**config.mk**
```make
export PLATFORM = sky130hd
export DESIGN_NAME = rgb_to_hls_converter
export DESIGN_NICKNAME = d
export VERILOG_FILES = /design/src/rtl/rhc_pkg.sv /design/src/rtl/rhc_front.sv /design/src/rtl/rhc_div.sv /design/src/rtl/rhc_back.sv /design/src/rtl/rgb_to_hls_converter.sv
export VERILOG_INCLUDE_DIRS = /design/src /design/src/rtl
export SDC_FILE = /design/constraint.sdc
export NUM_CORES = 2
export LEC_CHECK = 0
export CAP_MARGIN = 20
export CORE_ASPECT_RATIO = 0.5
export CORE_UTILIZATION = 55
export CTS_CLUSTER_SIZE = 10
export DETAILED_ROUTE_END_ITERATION = 8
export DONT_BUFFER_PORTS = 1
export MAX_ROUTING_LAYER = met4
export PLACE_DENSITY = 0.79
export SLEW_MARGIN = 10
export SYNTH_ARGS = -nofsm -noshare
export SYNTH_HDL_FRONTEND = slang
export SYNTH_SLANG_ARGS = --single-unit
```
**constraint.sdc**
```tcl
create_clock -name aclk -period 42.3 [get_ports aclk]
set_input_delay 8.46 -clock aclk [delete_from_list [all_inputs] [get_ports aclk]]
set_output_delay 8.46 -clock aclk [all_outputs]
set_load 0.05 [all_outputs]
```
**src/rtl/rgb_to_hls_converter_assert.svh**
```systemverilog
// Assertion macros for the RGB to HLS converter
`ifndef RGB_TO_HLS_CONVERTER_ASSERT_SVH
`define RGB_TO_HLS_CONVERTER_ASSERT_SVH
`ifndef SYNTHESIS
`define RHC_ASSERT_IMP(lbl, clk, rstn, ante, cons) \
    lbl: assert property (@(posedge clk) disable iff (!(rstn)) (ante) |-> (cons)) \
        else $error("assertion failed");
`define RHC_ASSERT_NXT(lbl, clk, rstn, ante, cons) \
    lbl: assert property (@(posedge clk) disable iff (!(rstn)) (ante) |=> (cons)) \
        else $error("assertion failed");
`else
`define RHC_ASSERT_IMP(lbl, clk, rstn, ante, cons)
`define RHC_ASSERT_NXT(lbl, clk, rstn, ante, cons)
`endif
`endif

```
**src/rtl/rhc_pkg.sv**
```systemverilog
// Shared constants and types for the RGB to HLS converter
`default_nettype none
package rhc_pkg;
    localparam int CHANNEL_BITS_DEF      = 8;
    localparam int HUE_FRACTION_BITS_DEF = 6;

    typedef enum logic [1:0] {
        SEC_RED,
        SEC_GREEN,
        SEC_BLUE
    } sector_t;
endpackage
`default_nettype wire

```
**src/rtl/rhc_front.sv**
```systemverilog
// Front stages: channel max/min, sector pick and division operands
`default_nettype none
module rhc_front #(
    parameter int CHANNEL_BITS      = 8,
    parameter int HUE_FRACTION_BITS = 6,
    parameter int QUO_BITS          = 13
) (
    input  wire logic                                  aclk,
    input  wire logic                                  en,
    input  wire logic [CHANNEL_BITS-1:0]               red,
    input  wire logic [CHANNEL_BITS-1:0]               green,
    input  wire logic [CHANNEL_BITS-1:0]               blue,
    output logic [QUO_BITS+CHANNEL_BITS:0]             hue_num,
    output logic [CHANNEL_BITS:0]                      hue_den,
    output logic [QUO_BITS+CHANNEL_BITS:0]             sat_num,
    output logic [CHANNEL_BITS:0]                      sat_den,
    output rhc_pkg::sector_t                           sector,
    output logic [CHANNEL_BITS-1:0]                    light,
    output logic                                       achrom
);
    import rhc_pkg::*;

    localparam int CB = CHANNEL_BITS;
    localparam int NW = QUO_BITS + CHANNEL_BITS + 1;
    localparam logic [NW-1:0] HUE_MUL  = NW'(120 << HUE_FRACTION_BITS);
    localparam logic [NW-1:0] FULL_NW  = NW'((1 << CB) - 1);
    localparam logic [CB:0]   FULL     = {1'b0, {CB{1'b1}}};
    localparam logic [CB:0]   TWO_FULL = {{CB{1'b1}}, 1'b0};

    // stage A
    logic [CB-1:0] mx_next, mn_next, pos_next, neg_next;
    sector_t       sec_next;
    logic [CB-1:0] mx_reg, mn_reg, pos_reg, neg_reg;
    sector_t       sec_reg;

    always_comb begin
        mx_next = red;
        if (green > mx_next) mx_next = green;
        if (blue > mx_next) mx_next = blue;
        mn_next = red;
        if (green < mn_next) mn_next = green;
        if (blue < mn_next) mn_next = blue;
        if (red >= green && red >= blue) begin
            sec_next = SEC_RED;
            pos_next = green;
            neg_next = blue;
        end else if (green >= blue) begin
            sec_next = SEC_GREEN;
            pos_next = blue;
            neg_next = red;
        end else begin
            sec_next = SEC_BLUE;
            pos_next = red;
            neg_next = green;
        end
    end

    always_ff @(posedge aclk) begin
        if (en) begin
            mx_reg  <= mx_next;
            mn_reg  <= mn_next;
            pos_reg <= pos_next;
            neg_reg <= neg_next;
            sec_reg <= sec_next;
        end
    end

    // stage B
    logic [CB-1:0] d;
    logic [CB:0]   s, s_inc, den_w, tp;
    logic [CB-1:0] den;

    always_comb begin
        d     = mx_reg - mn_reg;
        s     = {1'b0, mx_reg} + {1'b0, mn_reg};
        s_inc = s + {{CB{1'b0}}, 1'b1};
        den_w = (s <= FULL) ? s : (TWO_FULL - s);
        den   = den_w[CB-1:0];
        tp    = {1'b0, pos_reg} + {1'b0, d} - {1'b0, neg_reg};
    end

    always_ff @(posedge aclk) begin
        if (en) begin
            hue_num <= NW'(tp) * HUE_MUL + NW'(d);
            hue_den <= {d, 1'b0};
            sat_num <= ((NW'(d) * FULL_NW) << 1) + NW'(den);
            sat_den <= {den, 1'b0};
            sector  <= sec_reg;
            light   <= s_inc[CB:1];
            achrom  <= (d == '0);
        end
    end
endmodule
`default_nettype wire

```
**src/rtl/rhc_div.sv**
```systemverilog
// Pipelined restoring divider, one quotient bit per stage
`default_nettype none
module rhc_div #(
    parameter int DEN_W = 9,
    parameter int QUO_W = 13
) (
    input  wire logic                   aclk,
    input  wire logic                   en,
    input  wire logic [QUO_W+DEN_W-1:0] num,
    input  wire logic [DEN_W-1:0]       den,
    output logic [QUO_W-1:0]            quo
);
    logic [DEN_W-1:0] rem_reg [QUO_W-1];
    logic [QUO_W-1:0] lo_reg  [QUO_W-1];
    logic [DEN_W-1:0] den_reg [QUO_W-1];
    logic [QUO_W-1:0] quo_reg [QUO_W];

    for (genvar i = 0; i < QUO_W; i++) begin : g_stage
        logic [DEN_W-1:0] rem_in, den_in, rem_next;
        logic [QUO_W-1:0] lo_in, q_in, q_next;
        logic [DEN_W:0]   trial, diff;
        logic             ge;

        if (i == 0) begin : g_first
            assign rem_in = num[QUO_W+DEN_W-1:QUO_W];
            assign lo_in  = num[QUO_W-1:0];
            assign den_in = den;
            assign q_in   = '0;
        end else begin : g_rest
            assign rem_in = rem_reg[i-1];
            assign lo_in  = lo_reg[i-1];
            assign den_in = den_reg[i-1];
            assign q_in   = quo_reg[i-1];
        end

        always_comb begin
            trial    = {rem_in, lo_in[QUO_W-1]};
            diff     = trial - {1'b0, den_in};
            ge       = (trial >= {1'b0, den_in});
            rem_next = ge ? diff[DEN_W-1:0] : trial[DEN_W-1:0];
            q_next   = {q_in[QUO_W-2:0], ge};
        end

        always_ff @(posedge aclk) begin
            if (en) quo_reg[i] <= q_next;
        end

        if (i < QUO_W - 1) begin : g_carry
            always_ff @(posedge aclk) begin
                if (en) begin
                    rem_reg[i] <= rem_next;
                    lo_reg[i]  <= {lo_in[QUO_W-2:0], 1'b0};
                    den_reg[i] <= den_in;
                end
            end
        end
    end

    assign quo = quo_reg[QUO_W-1];
endmodule
`default_nettype wire

```
**src/rtl/rhc_back.sv**
```systemverilog
// Output stage: hue sector offset, wrap and result register
`default_nettype none
module rhc_back #(
    parameter int CHANNEL_BITS      = 8,
    parameter int HUE_FRACTION_BITS = 6,
    parameter int QUO_BITS          = 13,
    parameter int HUE_BITS          = 15
) (
    input  wire logic                    aclk,
    input  wire logic                    aresetn,
    input  wire logic                    en,
    input  wire logic                    in_valid,
    input  wire rhc_pkg::sector_t        sector,
    input  wire logic [QUO_BITS-1:0]     hue_q,
    input  wire logic [QUO_BITS-1:0]     sat_q,
    input  wire logic [CHANNEL_BITS-1:0] light_in,
    input  wire logic                    achrom_in,
    output logic                         out_valid,
    output logic [HUE_BITS-1:0]          hue,
    output logic [CHANNEL_BITS-1:0]      light,
    output logic [CHANNEL_BITS-1:0]      sat,
    output logic                         achrom
);
    import rhc_pkg::*;

    localparam int HW1 = HUE_BITS + 1;
    localparam logic [HW1-1:0] SIXTY = HW1'(60 << HUE_FRACTION_BITS);
    localparam logic [HW1-1:0] TURN  = HW1'(360 << HUE_FRACTION_BITS);

    logic [HW1-1:0]          base, sum, wrapped;
    logic [HUE_BITS-1:0]     hue_next;
    logic [CHANNEL_BITS-1:0] sat_next;

    // quotient carries a +60 degree bias, so sectors start at 300, 420, 540
    always_comb begin
        case (sector)
            SEC_RED:   base = SIXTY * HW1'(5);
            SEC_GREEN: base = SIXTY * HW1'(7);
            SEC_BLUE:  base = SIXTY * HW1'(9);
            default:   base = '0;
        endcase
        sum      = base + HW1'(hue_q);
        wrapped  = (sum >= TURN) ? (sum - TURN) : sum;
        hue_next = achrom_in ? '0 : wrapped[HUE_BITS-1:0];
        sat_next = achrom_in ? '0 : sat_q[CHANNEL_BITS-1:0];
    end

    always_ff @(posedge aclk) begin
        if (!aresetn) begin
            out_valid <= 1'b0;
        end else if (en) begin
            out_valid <= in_valid;
        end
    end

    always_ff @(posedge aclk) begin
        if (en) begin
            hue    <= hue_next;
            light  <= light_in;
            sat    <= sat_next;
            achrom <= achrom_in;
        end
    end
endmodule
`default_nettype wire

```
**src/rtl/rgb_to_hls_converter.sv**
```systemverilog
// RGB to HLS converter, top level
// Input stream: one RGB pixel per transaction on s_tdata (red, green, blue
// from the lowest bit up). Output stream: hue, lightness, saturation on
// m_tdata, achromatic flag on m_tuser.
// Hue is in 1/2^HUE_FRACTION_BITS degree, 0 to below 360 degrees; lightness
// and saturation are rounded to the channel scale. A gray pixel gives hue 0,
// saturation 0 and achromatic high.
// Throughput: one transaction per cycle, sustained while the receiver does not stall.
// Pipeline: two front stages, the two restoring dividers of QUO_BITS
// quotient bits each, one quotient bit per stage, where QUO_BITS =
// max(HUE_FRACTION_BITS + 7, CHANNEL_BITS), and the output register.
// Reset clears the valid bits only; the pipeline then holds no transaction.
// When the receiver stalls a full output, the whole pipeline holds and
// s_tready drops; nothing is lost or repeated.
`default_nettype none
module rgb_to_hls_converter #(
    parameter int CHANNEL_BITS      = rhc_pkg::CHANNEL_BITS_DEF,
    parameter int HUE_FRACTION_BITS = rhc_pkg::HUE_FRACTION_BITS_DEF,
    localparam int HUE_BITS = $clog2(360 << HUE_FRACTION_BITS),
    localparam int IN_W     = ((3 * CHANNEL_BITS + 7) / 8) * 8,
    localparam int OUT_W    = ((HUE_BITS + 2 * CHANNEL_BITS + 7) / 8) * 8
) (
    input  wire logic             aclk,
    input  wire logic             aresetn,
    input  wire logic             s_tvalid,
    output logic                  s_tready,
    input  wire logic [IN_W-1:0]  s_tdata,  // red, green, blue
    output logic                  m_tvalid,
    input  wire logic             m_tready,
    output logic [OUT_W-1:0]      m_tdata,  // hue, lightness, saturation
    output logic [0:0]            m_tuser   // achromatic
);
    import rhc_pkg::*;

    localparam int CB       = CHANNEL_BITS;
    localparam int QUO_BITS = (HUE_FRACTION_BITS + 7 > CB) ? HUE_FRACTION_BITS + 7 : CB;
    localparam int NW       = QUO_BITS + CB + 1;
    localparam int LAT      = QUO_BITS + 2;
    localparam logic [HUE_BITS-1:0] HUE_TURN = HUE_BITS'(360 << HUE_FRACTION_BITS);

    typedef struct packed {
        sector_t       sector;
        logic [CB-1:0] light;
        logic          achrom;
    } side_t;

    logic          pipe_en;
    logic          vld_reg [LAT];
    logic [NW-1:0] hue_num, sat_num;
    logic [CB:0]   hue_den, sat_den;
    sector_t       sec_front;
    logic [CB-1:0] light_front;
    logic          achrom_front;
    side_t         side_front;
    side_t         side_reg [QUO_BITS];
    logic [QUO_BITS-1:0] hue_q, sat_q;
    logic [HUE_BITS-1:0] hue;
    logic [CB-1:0]       light, sat;
    logic                achrom;

    assign pipe_en  = !m_tvalid || m_tready;
    assign s_tready = pipe_en;

    always_ff @(posedge aclk) begin
        if (!aresetn) begin
            for (int i = 0; i < LAT; i++) vld_reg[i] <= 1'b0;
        end else if (pipe_en) begin
            vld_reg[0] <= s_tvalid;
            for (int i = 1; i < LAT; i++) vld_reg[i] <= vld_reg[i-1];
        end
    end

    rhc_front #(
        .CHANNEL_BITS      (CB),
        .HUE_FRACTION_BITS (HUE_FRACTION_BITS),
        .QUO_BITS          (QUO_BITS)
    ) u_front (
        .aclk    (aclk),
        .en      (pipe_en),
        .red     (s_tdata[CB-1:0]),
        .green   (s_tdata[2*CB-1:CB]),
        .blue    (s_tdata[3*CB-1:2*CB]),
        .hue_num (hue_num),
        .hue_den (hue_den),
        .sat_num (sat_num),
        .sat_den (sat_den),
        .sector  (sec_front),
        .light   (light_front),
        .achrom  (achrom_front)
    );

    assign side_front = {sec_front, light_front, achrom_front};

    rhc_div #(.DEN_W(CB + 1), .QUO_W(QUO_BITS)) u_hue_div (
        .aclk (aclk),
        .en   (pipe_en),
        .num  (hue_num),
        .den  (hue_den),
        .quo  (hue_q)
    );

    rhc_div #(.DEN_W(CB + 1), .QUO_W(QUO_BITS)) u_sat_div (
        .aclk (aclk),
        .en   (pipe_en),
        .num  (sat_num),
        .den  (sat_den),
        .quo  (sat_q)
    );

    always_ff @(posedge aclk) begin
        if (pipe_en) begin
            side_reg[0] <= side_front;
            for (int i = 1; i < QUO_BITS; i++) side_reg[i] <= side_reg[i-1];
        end
    end

    rhc_back #(
        .CHANNEL_BITS      (CB),
        .HUE_FRACTION_BITS (HUE_FRACTION_BITS),
        .QUO_BITS          (QUO_BITS),
        .HUE_BITS          (HUE_BITS)
    ) u_back (
        .aclk      (aclk),
        .aresetn   (aresetn),
        .en        (pipe_en),
        .in_valid  (vld_reg[LAT-1]),
        .sector    (side_reg[QUO_BITS-1].sector),
        .hue_q     (hue_q),
        .sat_q     (sat_q),
        .light_in  (side_reg[QUO_BITS-1].light),
        .achrom_in (side_reg[QUO_BITS-1].achrom),
        .out_valid (m_tvalid),
        .hue       (hue),
        .light     (light),
        .sat       (sat),
        .achrom    (achrom)
    );

    assign m_tdata = OUT_W'({sat, light, hue});
    assign m_tuser = achrom;

`include "rgb_to_hls_converter_assert.svh"

    `RHC_ASSERT_IMP(a_gray_zero, aclk, aresetn, m_tvalid && achrom, hue == '0 && sat == '0)
    `RHC_ASSERT_IMP(a_hue_range, aclk, aresetn, m_tvalid, hue < HUE_TURN)
    `RHC_ASSERT_IMP(a_colour_sat, aclk, aresetn, m_tvalid && !achrom, sat != '0)
    `RHC_ASSERT_NXT(a_stall_hold, aclk, aresetn, !pipe_en, $stable(vld_reg[LAT-1]))
endmodule
`default_nettype wire

```
# Word level (Yosys, flattened, before mapping)
# Memories as Yosys holds them, arrays and structs flattened. A register that Yosys moved wholly into a read port is not among the register bits.
# Index checks and enable logic that the tools add are counted.
dict set report totals {
  regBits 125
  ramBits 1216
  inputBits 28
  output_inout_bits 35
  word_cells 175
  mem_count 10
}
# name words width read_ports rd_ports_with_merged_regs wr line_no
set mem_list {}
lappend mem_list {u_hue_div.quo_reg 13 13 13 0 13 rhc_div.sv:16} ;# logic [QUO_W-1:0] quo_reg [QUO_W];
lappend mem_list {u_sat_div.quo_reg 13 13 13 1 13 rhc_div.sv:16}
lappend mem_list {u_hue_div.lo_reg 12 12 12 0 12 rhc_div.sv:14} ;# logic [QUO_W-1:0] lo_reg [QUO_W-1];
lappend mem_list {u_sat_div.lo_reg 12 12 12 0 12 rhc_div.sv:14}
lappend mem_list {side_reg 13 11 13 0 13 rgb_to_hls_converter.sv:55} ;# side_t side_reg [QUO_BITS];
lappend mem_list {u_hue_div.den_reg 12 9 12 0 12 rhc_div.sv:15} ;# logic [DEN_W-1:0] den_reg [QUO_W-1];
lappend mem_list {{+4 memories} -- -- -- -- -- --}
dict set report classes {
  add_sub_neg 34
  mul 2
  n_lt_le_gt_ge 35
  n_eq_ne 2
  muxes 56
  bitwise 15
  reduce_logical 6
}
# operator count
set ops {}
lappend ops {{$ge 10x9->1} 25}
lappend ops {{$mux 9} 24}
lappend ops {{$sub 9x9->9} 23}
lappend ops {{$mux 8} 9}
lappend ops {{$pmux 16 s3} 1}
lappend ops {{$ge 8x8->1} 3}
lappend ops {{$add 22x8->22} 1}
lappend ops {{$mux 1} 20}
lappend ops {{$add 17x8->18} 1}
lappend ops {{$add 8x8->9} 2}
lappend ops {{$add 16x13->16} 1}
lappend ops {{$ge 16x15->1 const B} 1}
lappend ops {{$gt 8x8->1} 2}
lappend ops {{$lt 8x8->1} 2}
lappend ops {{$mul 8x8->16 const B} 1}
lappend ops {{$mux 15} 1}
lappend ops {{$or 1x1->1} 15}
lappend ops {{$sub 15x15->15 const B} 1}
lappend ops {{$mul 9x4->13 const B} 1}
lappend ops {{$add 9x1->9 const B} 1}
lappend ops {{$ge 6x9->1} 1}
lappend ops {{$le 9x8->1 const B} 1}
lappend ops {{$sub 6x9->9} 1}
lappend ops {{$sub 9x8->9} 1}
lappend ops {{other kinds (10)} 11}

# Longest topological paths before layout
dict set report depth {
  depth_word 6
  ltp_mapped 26
  depth_no_buf 25
}

# Cells and area by module
# From an unflattened synthesis, not the netlist that was laid out.
dict set report hier_totals {
  cells_unflattened 3747
  hier_area_um2 51854.7
}
# mod n_inst cells_each area_each_um2 seq_area_each_um2
set by_module_without_submodules {}
lappend by_module_without_submodules {{rhc_div (u_hue_div)} 1 1299 18286.3 11561.1}
lappend by_module_without_submodules {{rhc_div (u_sat_div)} 1 1300 18228.7 11561.1}
lappend by_module_without_submodules {rhc_front 1 845 8817.2 2702.6}
lappend by_module_without_submodules {rgb_to_hls_converter 1 179 4888.4 4744.6}
lappend by_module_without_submodules {rhc_back 1 124 1634.1 980.9}

# Worst setup path before layout
# OpenSTA, ideal clock, no wires.
dict set report synth_path {
  path_kind {input to output}
  startpoint {input m_tready}
  endpoint {output s_tready}
  arrival_ps 32146
  required_ps 33840
  path_slack_ps 1694
  stages 3
  path_buffers 1
  path_cell_list {nor2b_1 inv_1 clkbuf_1}
}
dict set report synth_via {
  elab_chain_len 1
}
# item line_no
set synth_lines {}
lappend synth_lines {{start: declaration} rgb_to_hls_converter.sv:29} ;# input wire logic m_tready,
lappend synth_lines {{$logic_or 1x1->1} rgb_to_hls_converter.sv:61} ;# assign pipe_en = !m_tvalid || m_tready;
lappend synth_lines {{end: declaration} rgb_to_hls_converter.sv:26} ;# output logic s_tready,
# No other way between the ends.

# Worst setup path in the final report
# Ends and elaborated chain as after synthesis.

==> key figures <==
Clocking
  • Root buffer cell: clkbuf_16
  • Number of H-tree levels: 3
  • CTS buffer count: 97
  • CTS Hold Bufs: 0
  • Max Root-Sink Buffers: 3
  • Post-cts gate resize count: 0
  • Clock-pin slew of the registers on the worst-case setup and hold paths: 0.06 ns
  • CTS tree: yes
  • Setup bufs post-CTS: 0
  • TritonCTS sink count: between 800 and 900
  • Worst-skew pair later-pin latency: between 0.6 and 0.7 ns

Timing
  • Tcrit/Tclk final: 0.430
  • Max-slew headroom: 0.270
  • Final Hold Viols: 0
  • Worst hold slack: between 0.3 and 0.4 ns
  • Fmax achieved: 55.0 MHz
  • RSZ-0062 raised after global routing: false
  • Worst Max-Slew Pin Slew: roughly 1.1 ns
  • Slew Viols, Final: 0
  • Clock skew: around 0.034 ns
  • TNS Setup: 0 ns
  • Endpoints failing setup: 0
  • Tmin final: between 15 and 20 ns

Synthesis
  • Synth Area in Compound Gates: 0.0829
  • Syn. warnings: 0
  • Mapped Cells: between 3000 and 4000
  • Area share of fa/ha/maj cells after synthesis: 0.131
  • Flops & latches, synth: 868
  • Register area share after synthesis: 0.606
  • Synth top area share: 0.601
  • Syn_area_per_cell: 13.6 um2
  • Mapped Nets: 3590
  • Synthesized area: between 40000 and 50000 um2
  • Synth unique cells: 78
  • Post-synthesis simple-gate area fraction: 0.0707
  • Async SR Flop Fraction: 0
  • Most used flip-flop cell after synthesis: edfxtp_1
  • Largest family of logic cells by synthesized area: adder cells
  • Post-synth EDFFs: 858
  • Synth Area in XOR/XNOR: 0.0425
  • Synth top area cells: edfxtp_1 (60%), ha_1 (10%), inv_1 (3.2%)
  • Top-count cell post-synth: edfxtp_1
  • Synth top cells by count: edfxtp_1 (858), inv_1 (361), ha_1 (342)
  • Mux share of post-synthesis cell area: 0.0295
  • Yosys top cell by area: edfxtp_1

Worst hold path
  • Worst hold path class: flip-flop to flip-flop
  • Hold_sp: u_hue_div.quo_reg[0][0]
  • Hold Path Stages: 0
  • Hold endpoint: u_hue_div.quo_reg[0][14]

Placed design
  • Post-DP HPWL: approximately 47 mm
  • Routability cong.: 0.915
  • IO Port Bufs: 0

Floorplan
  • Die Y: ~200 um
  • Die area: 79100 um2
  • Die width: 397 um
  • Ports: 63
  • FP Rows: 71
  • Core Box Area: approximately 76000 um2
  • Starting density of the core: 0.563

Setup path
  • Critical R2R Capture: u_front.sat_num[16]
  • CP max stage delay: roughly 0.73 ns
  • CP Capture Type: primary output
  • CP max-delay cell: nor2b_1
  • CP cell instances: nor2b_1, inv_8
  • Crit-path max FO: 72
  • Critical path startpoint category: primary input
  • Crit Path Category: primary input to primary output
  • Worst reg2reg setup slack: about 35 ns
  • Critical Path RT: 33.84 ns
  • Kind of cell adding the most delay to the critical path: simple AND/OR/NAND/NOR gates
  • CP arrival: a little under 10 ns
  • Buf+Inv Stages, Crit Path: 1
  • Worst reg2reg path depth: 23
  • Reg-to-reg startpoint: u_front.mn_reg[1]

Detailed routing
  • Vias: roughly 23000
  • Final wirelength: between 60 and 70 mm
  • Initial drt markers: roughly 1500
  • Antenna Nets Post-Route: 0
  • Drc violations: 2
  • WL/cell: between 15 and 20 um
  • DRT Pass-1 Iters: 7
  • Drt via density: roughly 5.4

Global routing
  • Initial antenna violation count: 0
  • Largest net degree at the start of global routing: 190
  • Vias in the first global route: 24000
  • Total GRT Usage: 0.186
  • GR Overflow Total: 0
  • First-pass GRT wire length: roughly 120 mm

Outcome
  • Failing checks: DRC
  • Status: finished, violations left

Final layout
  • Max reg flops: ~140
  • Share of cells above drive strength 1: 0.0603
  • Diodes inserted: 0
  • Synth-to-Final Area Change: 8.97%
  • Nets: 3660
  • Fillers: 5498

Job
  • MaxCap Viol Count: 0
-- layout make-up --
type,count,area [um2],area share
clock inverter,10,136,0.00292
inverter,363,1370,0.0293
timing repair buffer,15,153,0.00327
clock buffer,114,2490,0.0533
sequential,868,26000,0.556
multi-input combinational,1878,15300,0.328
tap,1022,1280,0.0274
-- kinds of logic (layout without fill, tap and decap cells) --
group,Yosys count,in the layout
buf+inv,407,502
mux,119,119
fa+ha+maj,410,410
simple gates,585,585
other cells,1,1
compound gates,560,560
xor+xnor,203,203
flops,868,868
-- placed cells by master (no fill, tap or decap), drive strengths merged, types with 11 or more instances in the layout --
cell,n
a21boi,11
a21o,98
a21oi,231
buf,15
clkbuf,114
edfxtp,858
fa,67
ha,342
inv,366
mux2,58
mux2i,61
nand2,59
nand2b,77
nand3,15
nand4,49
nor2,185
nor2b,128
nor3,33
o21a,17
o21ai,88
o21bai,17
o31ai,34
xnor2,153
xor2,50
-- per-stage QoR --
step	instance area, um2	instances	utilization	setup slack, ns
after global placement	44000	4144	0.578	24.17
after global routing	46700	4270	0.613	24.05
after detailed placement	44000	4144	0.578	24.18
after CTS	46700	4268	0.613	24.17
final	46700	4270	0.613	24.13
after floorplan	42900	3153	-	1.69
-- worst max path at each step --
stage | startpoint | to | slack [ns] | cells past startpoint
detailed placement | m_tready | s_tready | 24.18 | 2
floorplan | m_tready | s_tready | 1.69 | 3
global route | m_tready | s_tready | 24.05 | 2
finish | m_tready | s_tready | 24.13 | 2
global placement | m_tready | s_tready | 24.17 | 2
CTS | m_tready | s_tready | 24.17 | 2
-- routing by layer --
metal | vias to the layer above | routed length (um) | GRT usage
met5 | - | 0 | -
met4 | 0 | 2030 | 0.0676
met3 | 158 | 2730 | 0.0360
met2 | 416 | 35100 | 0.327
met1 | 11100 | 29800 | 0.213
li1 | 11500 | - | -
Power is left out: the tool's default activity adds up to more than one toggle a clock period on the data nets, which glitch-free logic cannot reach.
